$ cat src/rtl/ilfs_pkg.sv
// ----------------------------------------------------------------------------
// ilfs_pkg: shared types and constants of the line field splitter
// Beat kinds, mode codes, command keyword tables and the structs that pass
// between the front end, the operation queue and the back end.
// ----------------------------------------------------------------------------
`default_nettype none

package ilfs_pkg;

	// Default depth of the token buffer.
	localparam int TOKEN_DEPTH_DEF = 32;

	// Width of buffer counts and addresses, wide enough for the deepest buffer.
	localparam int CNT_W = 6;

	// Depth of the operation queue between front and back end.
	localparam int QUEUE_DEPTH = 4;

	typedef logic [CNT_W-1:0] cnt_t;

	// Result beat kinds.
	localparam logic [1:0] KIND_SENDER  = 2'd0;
	localparam logic [1:0] KIND_CHANNEL = 2'd1;
	localparam logic [1:0] KIND_CONTENT = 2'd2;
	localparam logic [1:0] KIND_END     = 2'd3;

	// Mode codes reported with the end beat.
	localparam logic [2:0] MODE_NONE   = 3'd0;
	localparam logic [2:0] MODE_PRIV   = 3'd1;
	localparam logic [2:0] MODE_NOTE   = 3'd2;
	localparam logic [2:0] MODE_STATUS = 3'd3;
	localparam logic [2:0] MODE_TAG    = 3'd4;
	localparam logic [2:0] MODE_OTHER  = 3'd5;

	// Characters with a special meaning.
	localparam logic [7:0] CHR_COLON = 8'h3A;
	localparam logic [7:0] CHR_SPACE = 8'h20;
	localparam logic [7:0] CHR_CR    = 8'h0D;
	localparam logic [7:0] CHR_LF    = 8'h0A;

	// Keyword text, first character in the top byte, zero padded to nine bytes.
	localparam logic [71:0] KW_PRIVMSG   = {"PRIVMSG", 16'h0000};
	localparam logic [71:0] KW_NOTICE    = {"NOTICE", 24'h000000};
	localparam logic [71:0] KW_STATUSMSG = "STATUSMSG";
	localparam logic [71:0] KW_TAGMSG    = {"TAGMSG", 24'h000000};

	// Length of keyword k.
	function automatic logic [3:0] kw_len(input logic [1:0] k);
		logic [3:0] len;
		case (k)
			2'd0: len = 4'd7;
			2'd1: len = 4'd6;
			2'd2: len = 4'd9;
			default: len = 4'd6;
		endcase
		return len;
	endfunction

	// Character at position pos of keyword k, zero past the text.
	function automatic logic [7:0] kw_char(input logic [1:0] k, input logic [3:0] pos);
		logic [71:0] text;
		logic [7:0]  chr;
		case (k)
			2'd0: text = KW_PRIVMSG;
			2'd1: text = KW_NOTICE;
			2'd2: text = KW_STATUSMSG;
			default: text = KW_TAGMSG;
		endcase
		if (pos < 4'd9) begin
			chr = text[71 - 8 * int'(pos) -: 8];
		end else begin
			chr = 8'h00;
		end
		return chr;
	endfunction

	// Mode code given by a match on keyword k.
	function automatic logic [2:0] kw_mode(input logic [1:0] k);
		logic [2:0] mode;
		case (k)
			2'd0: mode = MODE_PRIV;
			2'd1: mode = MODE_NOTE;
			2'd2: mode = MODE_STATUS;
			default: mode = MODE_TAG;
		endcase
		return mode;
	endfunction

	// Work for the back end caused by one accepted input beat.
	typedef struct packed {
		logic       push;        // store data into the token buffer at wr_addr
		cnt_t       wr_addr;
		logic [7:0] data;        // byte to store or to emit
		logic       emit;        // emit data as a content beat
		logic       flush;       // drain flush_len held bytes as flush_kind
		logic [1:0] flush_kind;
		cnt_t       flush_len;
		logic       fin;         // close the line with an end beat
		logic [2:0] mode;
		logic       ovf;
	} op_t;

	// One result beat.
	typedef struct packed {
		logic [1:0] kind;
		logic [7:0] data;
		logic [2:0] mode;
		logic       ovf;
		logic       last;
	} out_beat_t;

endpackage

`default_nettype wire

$ cat src/rtl/ilfs_front.sv
// ----------------------------------------------------------------------------
// ilfs_front: byte classifier of the line field splitter
// Tracks the field phase, matches the command against the keywords and turns
// each accepted byte into one operation for the back end.
// ----------------------------------------------------------------------------
`default_nettype none

module ilfs_front #(
	parameter int TOKEN_DEPTH = ilfs_pkg::TOKEN_DEPTH_DEF
) (
	input  wire logic          clk,
	input  wire logic          arst_n,
	input  wire logic          in_valid,
	output logic               in_ready,
	input  wire logic [7:0]    in_byte,
	input  wire logic          in_last,
	output logic               op_valid,
	input  wire logic          op_ready,
	output ilfs_pkg::op_t      op
);

	localparam int CW = $clog2(TOKEN_DEPTH + 1);

	typedef enum logic [2:0] {
		PH_START,
		PH_SENDER,
		PH_COMMAND,
		PH_CHANNEL,
		PH_CSTART,
		PH_CONTENT
	} phase_t;

	phase_t          phase_q, phase_d;
	logic [CW-1:0]   cnt_q, cnt_d;
	logic [3:0]      cand_q, cand_d;
	logic [3:0]      clen_q, clen_d;
	logic [2:0]      mode_q, mode_d;
	logic            ovf_q, ovf_d;
	logic            cut_q, cut_d;
	logic            do_cmd, do_push, do_content;
	logic            accept;

	// Every byte becomes one queue entry, so the input waits only on the queue.
	assign in_ready = op_ready;
	assign op_valid = in_valid;
	assign accept   = in_valid && op_ready;

	// Classification of the current byte and next line state.
	always_comb begin
		phase_d    = phase_q;
		cnt_d      = cnt_q;
		cand_d     = cand_q;
		clen_d     = clen_q;
		mode_d     = mode_q;
		ovf_d      = ovf_q;
		cut_d      = cut_q;
		do_cmd     = 1'b0;
		do_push    = 1'b0;
		do_content = 1'b0;
		op         = '0;
		op.data    = in_byte;

		case (phase_q)
			PH_START: begin
				if (in_byte == ilfs_pkg::CHR_COLON) begin
					phase_d = PH_SENDER;
				end else begin
					phase_d = PH_COMMAND;
					do_cmd  = 1'b1;
				end
			end
			PH_SENDER: begin
				if (in_byte == ilfs_pkg::CHR_SPACE) begin
					op.flush      = (cnt_q != '0);
					op.flush_kind = ilfs_pkg::KIND_SENDER;
					op.flush_len  = ilfs_pkg::cnt_t'(cnt_q);
					cnt_d         = '0;
					phase_d       = PH_COMMAND;
				end else begin
					do_push = 1'b1;
				end
			end
			PH_COMMAND: begin
				do_cmd = 1'b1;
			end
			PH_CHANNEL: begin
				if (in_byte == ilfs_pkg::CHR_SPACE) begin
					op.flush      = (cnt_q != '0);
					op.flush_kind = ilfs_pkg::KIND_CHANNEL;
					op.flush_len  = ilfs_pkg::cnt_t'(cnt_q);
					cnt_d         = '0;
					phase_d       = PH_CSTART;
				end else begin
					do_push = 1'b1;
				end
			end
			PH_CSTART: begin
				phase_d    = PH_CONTENT;
				do_content = (in_byte != ilfs_pkg::CHR_COLON);
			end
			default: begin
				phase_d    = PH_CONTENT;
				do_content = 1'b1;
			end
		endcase

		// Command bytes narrow the keyword candidates; a space settles the mode.
		if (do_cmd) begin
			if (in_byte == ilfs_pkg::CHR_SPACE) begin
				mode_d = ilfs_pkg::MODE_OTHER;
				for (int k = 0; k < 4; k++) begin
					if (cand_q[k] && (ilfs_pkg::kw_len(2'(k)) == clen_q)) begin
						mode_d = ilfs_pkg::kw_mode(2'(k));
					end
				end
				cnt_d   = '0;
				phase_d = PH_CHANNEL;
			end else begin
				for (int k = 0; k < 4; k++) begin
					if ((clen_q >= ilfs_pkg::kw_len(2'(k))) ||
					    (ilfs_pkg::kw_char(2'(k), clen_q) != in_byte)) begin
						cand_d[k] = 1'b0;
					end
				end
				if (clen_q != 4'hF) begin
					clen_d = clen_q + 4'd1;
				end
				do_push = 1'b1;
			end
		end

		// Held token bytes go to the buffer until it is full.
		if (do_push) begin
			if (cnt_q < CW'(TOKEN_DEPTH)) begin
				op.push    = 1'b1;
				op.wr_addr = ilfs_pkg::cnt_t'(cnt_q);
				cnt_d      = cnt_q + CW'(1);
			end else begin
				ovf_d = 1'b1;
			end
		end

		// Content stops for the rest of the line at the first CR or LF.
		if (do_content && !cut_q) begin
			if ((in_byte == ilfs_pkg::CHR_CR) || (in_byte == ilfs_pkg::CHR_LF)) begin
				cut_d = 1'b1;
			end else begin
				op.emit = 1'b1;
			end
		end

		// At line end a pending token becomes content, then the line closes.
		if (in_last) begin
			if (((phase_d == PH_SENDER) || (phase_d == PH_COMMAND) ||
			     (phase_d == PH_CHANNEL)) && (cnt_d != '0)) begin
				op.flush      = 1'b1;
				op.flush_kind = ilfs_pkg::KIND_CONTENT;
				op.flush_len  = ilfs_pkg::cnt_t'(cnt_d);
			end
			op.fin  = 1'b1;
			op.mode = mode_d;
			op.ovf  = ovf_d;
			phase_d = PH_START;
			cnt_d   = '0;
			cand_d  = 4'hF;
			clen_d  = 4'd0;
			mode_d  = ilfs_pkg::MODE_NONE;
			ovf_d   = 1'b0;
			cut_d   = 1'b0;
		end
	end

	// Line state registers.
	always_ff @(posedge clk or negedge arst_n) begin
		if (!arst_n) begin
			phase_q <= PH_START;
			cnt_q   <= '0;
			cand_q  <= 4'hF;
			clen_q  <= 4'd0;
			mode_q  <= ilfs_pkg::MODE_NONE;
			ovf_q   <= 1'b0;
			cut_q   <= 1'b0;
		end else if (accept) begin
			phase_q <= phase_d;
			cnt_q   <= cnt_d;
			cand_q  <= cand_d;
			clen_q  <= clen_d;
			mode_q  <= mode_d;
			ovf_q   <= ovf_d;
			cut_q   <= cut_d;
		end
	end

endmodule

`default_nettype wire

$ cat src/rtl/ilfs_queue.sv
// ----------------------------------------------------------------------------
// ilfs_queue: operation queue of the line field splitter
// A short first-in first-out queue that lets the front end keep taking
// bytes while the back end drains a held token.
// ----------------------------------------------------------------------------
`default_nettype none

module ilfs_queue (
	input  wire logic           clk,
	input  wire logic           arst_n,
	input  wire logic           wr_valid,
	output logic                wr_ready,
	input  wire ilfs_pkg::op_t  wr_data,
	output logic                rd_valid,
	input  wire logic           rd_ready,
	output ilfs_pkg::op_t       rd_data
);

	localparam int PTR_W = $clog2(ilfs_pkg::QUEUE_DEPTH);
	localparam int QCW   = $clog2(ilfs_pkg::QUEUE_DEPTH + 1);

	ilfs_pkg::op_t   slot_q [ilfs_pkg::QUEUE_DEPTH];
	logic [PTR_W-1:0] wr_ptr_q;
	logic [PTR_W-1:0] rd_ptr_q;
	logic [QCW-1:0]   count_q;
	logic             do_wr, do_rd;

	assign wr_ready = (count_q != QCW'(ilfs_pkg::QUEUE_DEPTH));
	assign rd_valid = (count_q != '0);
	assign rd_data  = slot_q[rd_ptr_q];
	assign do_wr    = wr_valid && wr_ready;
	assign do_rd    = rd_valid && rd_ready;

	// Entry storage.
	always_ff @(posedge clk) begin
		if (do_wr) begin
			slot_q[wr_ptr_q] <= wr_data;
		end
	end

	// Pointers and fill count; pointers wrap at the queue depth.
	always_ff @(posedge clk or negedge arst_n) begin
		if (!arst_n) begin
			wr_ptr_q <= '0;
			rd_ptr_q <= '0;
			count_q  <= '0;
		end else begin
			if (do_wr) begin
				wr_ptr_q <= (wr_ptr_q == PTR_W'(ilfs_pkg::QUEUE_DEPTH - 1)) ?
				            '0 : wr_ptr_q + PTR_W'(1);
			end
			if (do_rd) begin
				rd_ptr_q <= (rd_ptr_q == PTR_W'(ilfs_pkg::QUEUE_DEPTH - 1)) ?
				            '0 : rd_ptr_q + PTR_W'(1);
			end
			if (do_wr && !do_rd) begin
				count_q <= count_q + QCW'(1);
			end else if (do_rd && !do_wr) begin
				count_q <= count_q - QCW'(1);
			end
		end
	end

endmodule

`default_nettype wire

$ cat src/rtl/ilfs_back.sv
// ----------------------------------------------------------------------------
// ilfs_back: beat generator of the line field splitter
// Owns the token buffer, carries out queued operations and drives the
// registered result beat.
// ----------------------------------------------------------------------------
`default_nettype none

module ilfs_back #(
	parameter int TOKEN_DEPTH = ilfs_pkg::TOKEN_DEPTH_DEF
) (
	input  wire logic           clk,
	input  wire logic           arst_n,
	input  wire logic           op_valid,
	output logic                op_ready,
	input  wire ilfs_pkg::op_t  op,
	output logic                out_valid,
	input  wire logic           out_ready,
	output ilfs_pkg::out_beat_t out
);

	localparam int AW = $clog2(TOKEN_DEPTH);

	typedef enum logic [1:0] {
		ST_IDLE,
		ST_FL_RD,
		ST_FL_OUT,
		ST_END
	} state_t;

	logic [7:0]          mem_q [TOKEN_DEPTH];
	logic [7:0]          rd_q;
	state_t              state_q;
	ilfs_pkg::cnt_t      idx_q;
	ilfs_pkg::cnt_t      len_q;
	logic [1:0]          kind_q;
	logic                fin_q;
	logic [2:0]          mode_q;
	logic                ovf_q;
	ilfs_pkg::out_beat_t out_q;
	logic                out_valid_q;
	logic                out_free;
	logic                pop;
	logic                fl_last;
	logic                fl_content;
	logic                fl_skip;
	logic                fl_cut;
	logic                beat_load;
	state_t              fl_done;

	assign out       = out_q;
	assign out_valid = out_valid_q;
	assign out_free  = !out_valid_q || out_ready;
	assign op_ready  = (state_q == ST_IDLE) && out_free;
	assign pop       = op_valid && op_ready;

	// Token buffer: one write port, one registered read port.
	always_ff @(posedge clk) begin
		if (pop && op.push) begin
			mem_q[op.wr_addr[AW-1:0]] <= op.data;
		end
		rd_q <= mem_q[idx_q[AW-1:0]];
	end

	// Decisions on the buffered byte under the drain index.
	assign fl_last    = ((idx_q + ilfs_pkg::cnt_t'(1)) == len_q);
	assign fl_content = (kind_q == ilfs_pkg::KIND_CONTENT);
	assign fl_skip    = fl_content && (idx_q == '0) && (rd_q == ilfs_pkg::CHR_COLON);
	assign fl_cut     = fl_content && ((rd_q == ilfs_pkg::CHR_CR) ||
	                                   (rd_q == ilfs_pkg::CHR_LF));
	assign fl_done    = fin_q ? ST_END : ST_IDLE;

	// A new result beat is loaded into the output register this cycle.
	assign beat_load  = (pop && (op.emit || (!op.flush && op.fin))) ||
	                    ((state_q == ST_FL_OUT) && !fl_cut && !fl_skip && out_free) ||
	                    ((state_q == ST_END) && out_free);

	// Sequencer and result register.
	always_ff @(posedge clk or negedge arst_n) begin
		if (!arst_n) begin
			state_q     <= ST_IDLE;
			idx_q       <= '0;
			len_q       <= '0;
			kind_q      <= ilfs_pkg::KIND_SENDER;
			fin_q       <= 1'b0;
			mode_q      <= ilfs_pkg::MODE_NONE;
			ovf_q       <= 1'b0;
			out_q       <= '0;
			out_valid_q <= 1'b0;
		end else begin
			if (beat_load) begin
				out_valid_q <= 1'b1;
			end else if (out_ready) begin
				out_valid_q <= 1'b0;
			end
			case (state_q)
				ST_IDLE: begin
					if (pop) begin
						fin_q  <= op.fin;
						mode_q <= op.mode;
						ovf_q  <= op.ovf;
						kind_q <= op.flush_kind;
						len_q  <= op.flush_len;
						idx_q  <= '0;
						if (op.emit) begin
							out_q.kind  <= ilfs_pkg::KIND_CONTENT;
							out_q.data  <= op.data;
							out_q.mode  <= ilfs_pkg::MODE_NONE;
							out_q.ovf   <= 1'b0;
							out_q.last  <= !op.fin;
							state_q     <= op.fin ? ST_END : ST_IDLE;
						end else if (op.flush) begin
							state_q <= ST_FL_RD;
						end else if (op.fin) begin
							out_q.kind  <= ilfs_pkg::KIND_END;
							out_q.data  <= 8'h00;
							out_q.mode  <= op.mode;
							out_q.ovf   <= op.ovf;
							out_q.last  <= 1'b1;
						end
					end
				end
				ST_FL_RD: begin
					state_q <= ST_FL_OUT;
				end
				ST_FL_OUT: begin
					if (fl_cut) begin
						// CR or LF in held content ends the content of the line.
						state_q <= ST_END;
					end else if (fl_skip) begin
						if (fl_last) begin
							state_q <= fl_done;
						end else begin
							idx_q   <= idx_q + ilfs_pkg::cnt_t'(1);
							state_q <= ST_FL_RD;
						end
					end else if (out_free) begin
						out_q.kind  <= kind_q;
						out_q.data  <= rd_q;
						out_q.mode  <= ilfs_pkg::MODE_NONE;
						out_q.ovf   <= 1'b0;
						out_q.last  <= !fin_q && fl_last;
						if (fl_last) begin
							state_q <= fl_done;
						end else begin
							idx_q   <= idx_q + ilfs_pkg::cnt_t'(1);
							state_q <= ST_FL_RD;
						end
					end
				end
				ST_END: begin
					if (out_free) begin
						out_q.kind  <= ilfs_pkg::KIND_END;
						out_q.data  <= 8'h00;
						out_q.mode  <= mode_q;
						out_q.ovf   <= ovf_q;
						out_q.last  <= 1'b1;
						state_q     <= ST_IDLE;
					end
				end
				default: begin
					state_q <= ST_IDLE;
				end
			endcase
		end
	end

endmodule

`default_nettype wire

$ cat src/rtl/irc_line_field_splitter_core.sv
// A content byte passes through an operation queue entry and then the result register.
// Throughput: one input beat per cycle while the four-entry operation queue has room.
// A held token drains byte by byte: a registered read of the token buffer in ST_FL_RD,
// then the beat in ST_FL_OUT; the end beat follows from ST_END.
// Reset: arst_n clears all line state and empties the queue; the token buffer
// contents stay undefined and are only read after being written.
// ----------------------------------------------------------------------------
// irc_line_field_splitter_core: chat protocol line field splitter
// Splits a line, one byte per beat, into sender, channel and content beats
// followed by an end beat with the command mode and an overflow flag.
// ----------------------------------------------------------------------------
`default_nettype none

module irc_line_field_splitter_core #(
	parameter int TOKEN_DEPTH = ilfs_pkg::TOKEN_DEPTH_DEF
) (
	input  wire logic        clk,
	input  wire logic        arst_n,
	input  wire logic        s_axis_tvalid,
	output logic             s_axis_tready,
	input  wire logic [7:0]  s_axis_tdata,   // [7:0] line_byte
	input  wire logic        s_axis_tlast,   // line_end
	output logic             m_axis_tvalid,
	input  wire logic        m_axis_tready,
	output logic [15:0]      m_axis_tdata,   // [7:0] field_byte, [10:8] mode_code,
	                                         // [11] overflowed, [15:12] zero
	output logic [1:0]       m_axis_tuser,   // [1:0] field_kind
	output logic             m_axis_tlast    // run_last
);

	ilfs_pkg::op_t       fe_op;
	logic                fe_valid;
	logic                fe_ready;
	ilfs_pkg::op_t       be_op;
	logic                be_valid;
	logic                be_ready;
	ilfs_pkg::out_beat_t beat;

	// Front end: classify each byte into one operation.
	ilfs_front #(
		.TOKEN_DEPTH(TOKEN_DEPTH)
	) u_front (
		.clk      (clk),
		.arst_n   (arst_n),
		.in_valid (s_axis_tvalid),
		.in_ready (s_axis_tready),
		.in_byte  (s_axis_tdata),
		.in_last  (s_axis_tlast),
		.op_valid (fe_valid),
		.op_ready (fe_ready),
		.op       (fe_op)
	);

	// Queue between classification and beat generation.
	ilfs_queue u_queue (
		.clk      (clk),
		.arst_n   (arst_n),
		.wr_valid (fe_valid),
		.wr_ready (fe_ready),
		.wr_data  (fe_op),
		.rd_valid (be_valid),
		.rd_ready (be_ready),
		.rd_data  (be_op)
	);

	// Back end: token buffer and result beats.
	ilfs_back #(
		.TOKEN_DEPTH(TOKEN_DEPTH)
	) u_back (
		.clk       (clk),
		.arst_n    (arst_n),
		.op_valid  (be_valid),
		.op_ready  (be_ready),
		.op        (be_op),
		.out_valid (m_axis_tvalid),
		.out_ready (m_axis_tready),
		.out       (beat)
	);

	// Pack the result beat onto the output bus.
	assign m_axis_tdata = {4'b0000, beat.ovf, beat.mode, beat.data};
	assign m_axis_tuser = beat.kind;
	assign m_axis_tlast = beat.last;

endmodule

`default_nettype wire

$ cat config.mk
export PLATFORM = sky130hd
export DESIGN_NAME = irc_line_field_splitter_core
export DESIGN_NICKNAME = d
export VERILOG_FILES = /design/src/rtl/ilfs_pkg.sv /design/src/rtl/ilfs_front.sv /design/src/rtl/ilfs_queue.sv /design/src/rtl/ilfs_back.sv /design/src/rtl/irc_line_field_splitter_core.sv
export SDC_FILE = /design/constraint.sdc
export NUM_CORES = 1
export LEC_CHECK = 0
export BUFFER_PORTS_ARGS = -buffer_cell sky130_fd_sc_hd__buf_4
export CAP_MARGIN = 15
export CELL_PAD_IN_SITES_DETAIL_PLACEMENT = 0
export CELL_PAD_IN_SITES_GLOBAL_PLACEMENT = 1
export CORE_ASPECT_RATIO = 1.75
export CORE_MARGIN = 2
export CORE_UTILIZATION = 58
export DETAILED_ROUTE_END_ITERATION = 6
export PLACE_DENSITY = 0.92
export SYNTH_ARGS = -nofsm -noshare
export SYNTH_HDL_FRONTEND = slang
export SYNTH_SLANG_ARGS = --single-unit
export TNS_END_PERCENT = 5
$ cat constraint.sdc
create_clock -name clk -period 4.88 [get_ports clk]
set_input_delay 0.488 -clock clk [delete_from_list [all_inputs] [get_ports clk]]
set_output_delay 0.488 -clock clk [all_outputs]
set_load 0.005 [all_outputs]
; Word-level counts from Yosys, hierarchy flattened
; Memory sizes are Yosys's and may differ from the RTL's. A register that Yosys moved wholly into a read port is not among the register bits.
; Cells that the tools add are included.
[op_classes]
shifts = 4
n_reduce_logical = 73
n_lt_le_gt_ge = 5
addsub = 8
n_eq_ne = 42
muxes = 122
[op_table]
columns = operator, n
row1 = 2-to-1 mux 72 bit, 8
row2 = variable part select 79 x 32 -> 8 bit, 4
row3 = 2-to-1 mux 15 bit, 8
row4 = 2-to-1 mux 8 bit, 12
row5 = 2-to-1 mux 4 bit, 19
row6 = 2-to-1 mux 6 bit, 12
row7 = case mux 15 bit (3 select lines), 1
row8 = 2-to-1 mux 3 bit, 14
row9 = equality test 8 x 4 -> 1 bit (second input constant), 4
row10 = != test 8 bit, 4
row11 = AND reduction 4 bit, 7
row12 = 2-to-1 mux 9 bit, 3
row13 = 2-to-1 mux 2 bit, 13
row14 = equality test 8 x 6 -> 1 bit (second input constant), 3
row15 = 2-to-1 mux 1 bit, 23
row16 = logical AND 1 bit, 22
row17 = nonzero test 2 bit, 11
row18 = case mux 9 bit (2 select lines), 1
row19 = 2-to-1 mux 14 bit, 1
row20 = 2-to-1 mux 7 bit, 2
row21 = adder 6 x 1 -> 6 bit (second input constant), 2
row22 = equality test 3 x 2 -> 1 bit (second input constant), 4
row23 = equality test 4 bit, 3
row24 = greater-or-equal comparator 4 bit, 3
row25 = 36 further kinds, 70
[totals]
mem_count = 2
out_inout_bits = 21
in_bits = 13
mem_bits_rw = 376
register_bits = 66
[memory_table]
columns = name, words, word_bits, rd, rd_ports_with_merged_regs, wr, line_no
row1 = u_back.mem_q, 32, 8, 1, 1, 1, ilfs_back.sv:30  ; logic [7:0] mem_q [TOKEN_DEPTH];
row2 = u_queue.slot_q, 4, 30, 1, 0, 1, ilfs_queue.sv:22  ; ilfs_pkg::op_t slot_q [ilfs_pkg::QUEUE_DEPTH];

; Longest topological paths before layout
[logic_depth]
ltp_word = 14
ltp_mapped = 13

; Modules after synthesis
; From an unflattened synthesis, not the netlist that was laid out.
[hier_totals]
cells_unflattened = 1213
hier_area_um2 = 19658.9
[by_module_without_submodules]
columns = mod, area_each_um2, cells_per_inst, seq_area_each_um2, n_inst
row1 = ilfs_back, 12076.6, 634, 8773.4, 1
row2 = ilfs_queue, 4760.8, 193, 3778.6, 1
row3 = ilfs_front, 2787.7, 381, 555.5, 1
row4 = irc_line_field_splitter_core, 33.8, 5, 0.0, 1

; Worst setup path after synthesis
; OpenSTA, ideal clock, no wires.
[synth_path]
kind = register to register
startpoint = reg u_front.clen_q[0]
endpoint = reg u_front.cand_q[1]
path_buffers = 2
path_slack_ps = 2254
path_stages_with_launch = 12
setup_ps = 91
arrival_time_ps = 2535
synth_period_minus_slack_ps = 2626
cell_sequence = dfrtp_1 buf_4 inv_1 ha_1 buf_2 nor3_1 a32o_1 o211ai_2 xor2_1 nand3_1 or3_1 o31ai_1
[synth_via]
elab_chain_cells = 9
elab_cells_between_ends = 11
cone_classes = 1 x add/sub / 2 x order compare / 1 x eq/ne / 1 x shift / 3 x mux / 3 x reduce/logical
[synth_lines]
columns = item, line_no
row1 = start: declaration, ilfs_front.sv:36  ; logic [3:0] clen_q, clen_d;
row2 = start signal: assignment, ilfs_front.sv:187  ; clen_q <= clen_d;
row3 = subtractor 7 x 7 -> 8 bit, ilfs_pkg.sv:70  ; chr = text[71 - 8 * int'(pos) -: 8];
row4 = variable part select 79 x 32 -> 8 bit, ilfs_pkg.sv:70
row5 = 2-to-1 mux 8 bit, ilfs_pkg.sv:69  ; if (pos < 4'd9) begin
row6 = 2-to-1 mux 8 bit, ilfs_front.sv:109  ; if (in_byte == ilfs_pkg::CHR_SPACE) begin
row7 = 2-to-1 mux 8 bit, ilfs_front.sv:108  ; if (do_cmd) begin
row8 = != test 8 bit, ilfs_front.sv:121  ; (ilfs_pkg::kw_char(2'(k), clen_q) != in_byte)) begin
row9 = logical OR 1 bit *, ilfs_front.sv:120  ; if ((clen_q >= ilfs_pkg::kw_len(2'(k))) ||
row10 = nonzero test 2 bit (no source line) *, --
row11 = AND reduction 4 bit (no source line) *, --
row12 = end signal: assignment, ilfs_front.sv:186  ; cand_q <= cand_d;
row13 = end: declaration, ilfs_front.sv:35  ; logic [3:0] cand_q, cand_d;
; Every way passes the cells marked *; elsewhere a longest branch is shown, timed or not. The select of a mux whose other input is x is not followed.
; A chain may end at the register's enable or synchronous reset.

; Worst setup path after layout
; Ends and elaborated chain as after synthesis.

==> reports/metrics.yaml <==
start_util: 0.589
cts.hold.buffers_added: 0
drive_above_1_share: 0.198
number_of_warning_messages_in_the_yosys_log: 0
timing.max_slew.rel_slack: 0.323
layout.nets: 1239
period_share: 0.690
core_mm2: 0.0330
grt_setup_unrepaired: "false"
layout.area.seq_mm2: 0.0130
layout_commonest_cell: "sky130_fd_sc_hd__edfxtp_1"
root_buffer_cell: "sky130_fd_sc_hd__clkbuf_16"
first_global_vias: 11141
drt-wirelength-per-cell_um: 26.5
r2r_end: "u_front.cand_q[1]$_DFFE_PN1P_"
port-buffer-count: 29
syn-instance-count: 1201
cts_tree: "yes"
worstMarginPinSlew_ns: 1.01
crit_path_end_kind: "register"
ys_async_sr_fraction: 0.148
ys.flop_type: "sky130_fd_sc_hd__edfxtp_1"
dieHeight_um: 246
start_kind: "register"
setup-violations-final: 0
cts_buffer_depth: 3
holdCritPathClass: "input pin to async pin"
antenna-diode-count: 0
die_w_um: 142
global_route.overflow_total: 0
syn_area_mm2: 0.0194
netSwitchingPower_mw: 4.42
vias: 10781
finished_core_util: 0.642
p_sw_frac: 0.338
grt_max_degree: 67
drt-initial-drc-count: 858
multi_input_area_mm2: 0.00599
syn_area_per_cell_um2: 16.2
most-common-layout-cells: "sky130_fd_sc_hd__edfxtp_1, sky130_fd_sc_hd__nor2_1, sky130_fd_sc_hd__mux4_2"
area.growth.synth_to_final_pct: 9.07
maxSlewViolCount: 0
synth_top_cell_by_area: "sky130_fd_sc_hd__edfxtp_1"
path_clk_slew_ns: 0.06
pwr-share-comb: 0.324
finalSetupTns_ns: 0
cellLeakagePower_nw: 7.03
hpwlAfterDp_um: 28200
clock_tree.htree_level_count: 2
antenna_found_initial: 0
irDropWorstVdd_mv: 0.454
run_status: "finished clean"
placed_cells: 1576
grt_pass1_wl_um: 66400
r2r.worst_path.cells: 10
synth.top_cells.by_area: "sky130_fd_sc_hd__edfxtp_1, sky130_fd_sc_hd__mux4_2, sky130_fd_sc_hd__dfrtp_1"
synthDominantCellAreaShare: 0.574
clkSinkCount: 446
holdWs_ns: 0.102
routed_wirelength_um: 43600
timing.reg2reg.setup_slack_ns: 1.51
grt.total_usage: 0.256
boundaryPins: 34
ys_seq_area_frac: 0.668
fin_skew_ns: 0.0353
layout.cells.non_filler: 1644
cts_buffers: 37
std_cell_rows: 88
clock_power_share: 0.241
intPower_mw: 8.67
worstPathMaxFanout: 26
route.detailed.drc: 0
latest_clock_arrival_within_the_worst_skew_pair_ns: 0.56
post_drt_antenna_nets: 0
final-hold-violation-count: 0
globalplace.congestion: 0.894
dieArea_mm2: 0.0351
viasPerCell: 6.56
cts_repair_resize_count: 0
pwr-share-seq: 0.435
ys_seq_elements: 446
final.fill_count: 2197
dr.pass1.iters: 7
cp_data_required_time_ns: 5.32
worst_ep_arrival_time_ns: 3.81
maxCapViolCount: 0
crit_type: "register to register"
p_per_area_mw_per_mm2: 617
synth_enable_flop_cells: 372
r2r-start: "u_front.clen_q[0]$_DFFE_PN0P_"
count_of_unique_library_cells_instantiated_by_yosys: 87
cts_setup_buffers: 0
final.min_clock_period_ns: 3.37
max_freq_ghz: 0.297
[power by group through the flow]
| stage | clock network, mW | logic (mW) | registers [mW] |
|---|---|---|---|
| 3_5_place_dp | 0 | 4.22 | 5.76 |
| 6_report | 3.15 | 4.24 | 5.69 |
| 2_1_floorplan | 0 | 3.20 | 5.44 |
| 3_3_place_gp | 0 | 4.09 | 5.72 |
| 5_1_grt | 3.31 | 4.58 | 5.76 |
| 4_1_cts | 3.19 | 4.26 | 5.70 |
[synth_stat cells, drive strengths merged (4+ instances only)]
| master | n |
|---|---|
| o21ai | 49 |
| o211ai | 10 |
| a21o | 6 |
| nor3b | 4 |
| buf | 45 |
| nor2b | 14 |
| inv | 21 |
| nand3b | 4 |
| mux2i | 4 |
| ha | 15 |
| a31oi | 8 |
| o21a | 5 |
| nand4 | 5 |
| a22oi | 12 |
| a21oi | 41 |
| edfxtp | 372 |
| a32oi | 8 |
| nand2 | 59 |
| xor2 | 12 |
| nand3 | 28 |
| nor3 | 11 |
| a41oi | 4 |
| mux2 | 25 |
| mux4 | 108 |
| dfstp | 4 |
| xnor2 | 13 |
| dfrtp | 62 |
| nand2b | 5 |
| o31a | 4 |
| and2 | 13 |
| nor2 | 108 |
| and3 | 8 |
| or3 | 6 |
| a221oi | 4 |
| dfxtp | 8 |
| clkbuf | 31 |
| a31o | 4 |
| o22ai | 8 |
| o31ai | 8 |
[stage by stage]
step | worst slack, ns | power [mW] | instance area, µm²
5_1_grt | 1.34 | 13.7 | 21200
3_3_place_gp | 1.60 | 9.81 | 19900
6_report | 1.51 | 13.1 | 21200
3_5_place_dp | 1.57 | 9.98 | 19900
4_1_cts | 1.55 | 13.1 | 21200
2_1_floorplan | 2.25 | 8.64 | 19500
[worst max path at each step]
stage                                              from  cells past startpoint  slack [ns]                            end
after floorplan           u_front.clen_q[0]$_DFFE_PN0P_                     11        2.25  u_front.cand_q[1]$_DFFE_PN1P_
after global placement    u_front.clen_q[0]$_DFFE_PN0P_                     10        1.60  u_front.cand_q[1]$_DFFE_PN1P_
after detailed placement  u_front.clen_q[0]$_DFFE_PN0P_                     10        1.57  u_front.cand_q[1]$_DFFE_PN1P_
after CTS                 u_front.clen_q[0]$_DFFE_PN0P_                     10        1.55  u_front.cand_q[1]$_DFFE_PN1P_
after global routing      u_front.clen_q[0]$_DFFE_PN0P_                     10        1.34  u_front.cand_q[1]$_DFFE_PN1P_
final                     u_front.clen_q[0]$_DFFE_PN0P_                     10        1.51  u_front.cand_q[1]$_DFFE_PN1P_
[cell type report]
cell class / instances / share of cell area
Clock inverter: 15 / 0.00867
Clock buffer: 53 / 0.0528
Sequential cell: 446 / 0.613
Timing Repair Buffer: 43 / 0.0158
Multi-Input combinational cell: 660 / 0.282
Inverter: 22 / 0.00389
Tap cell: 405 / 0.0239
[registers in the layout, indices dropped and copies added (netlist names)]
| name | cells |
|---|---|
| u_back.fin_q | 1 |
| u_back.idx_q | 6 |
| u_back.kind_q | 2 |
| u_back.len_q | 6 |
| u_back.mem_q | 256 |
| u_back.mode_q | 3 |
| u_back.out | 15 |
| u_back.out_valid | 1 |
| u_back.ovf_q | 1 |
| u_back.rd_q | 8 |
| u_back.state_q | 2 |
| u_front.cand_q | 4 |
| u_front.clen_q | 4 |
| u_front.cnt_q | 6 |
| u_front.cut_q | 1 |
| u_front.mode_q | 3 |
| u_front.ovf_q | 1 |
| u_front.phase_q | 3 |
| u_queue.count_q | 3 |
| u_queue.rd_ptr_q | 2 |
| u_queue.slot_q | 116 |
| u_queue.wr_ptr_q | 2 |
[kinds of logic after synthesis]
family                   count (synthesis)  synth area share
flip-flops                             446             0.668
AND/OR/NAND/NOR                        282            0.0713
AO/OA/AOI/OAI                          196            0.0682
multiplexers                           137             0.145
buffers and inverters                   98            0.0252
XOR/XNOR                                25            0.0120
adder cells (fa/ha/maj)                 16            0.0107
other                                    1          0.000193
[layer usage]
metal,GRT usage,part of all wire
met3,0.0313,0.048
met2,0.474,0.56
met5,0,0
met4,0.128,0.050
met1,0.289,0.35
[critical path, stage by stage, from the launching register on]
cell	delay (ns)
sky130_fd_sc_hd__dfrtp_1	0.33
sky130_fd_sc_hd__buf_4	0.28
sky130_fd_sc_hd__inv_1	0.22
sky130_fd_sc_hd__ha_1	0.83
sky130_fd_sc_hd__nor2_1	0.20
sky130_fd_sc_hd__a32o_1	0.33
sky130_fd_sc_hd__o211ai_2	0.17
sky130_fd_sc_hd__xor2_1	0.15
sky130_fd_sc_hd__nand3_1	0.11
sky130_fd_sc_hd__or3_1	0.40
sky130_fd_sc_hd__o31ai_1	0.24
Note: power is estimated with default switching activity, not from simulation.
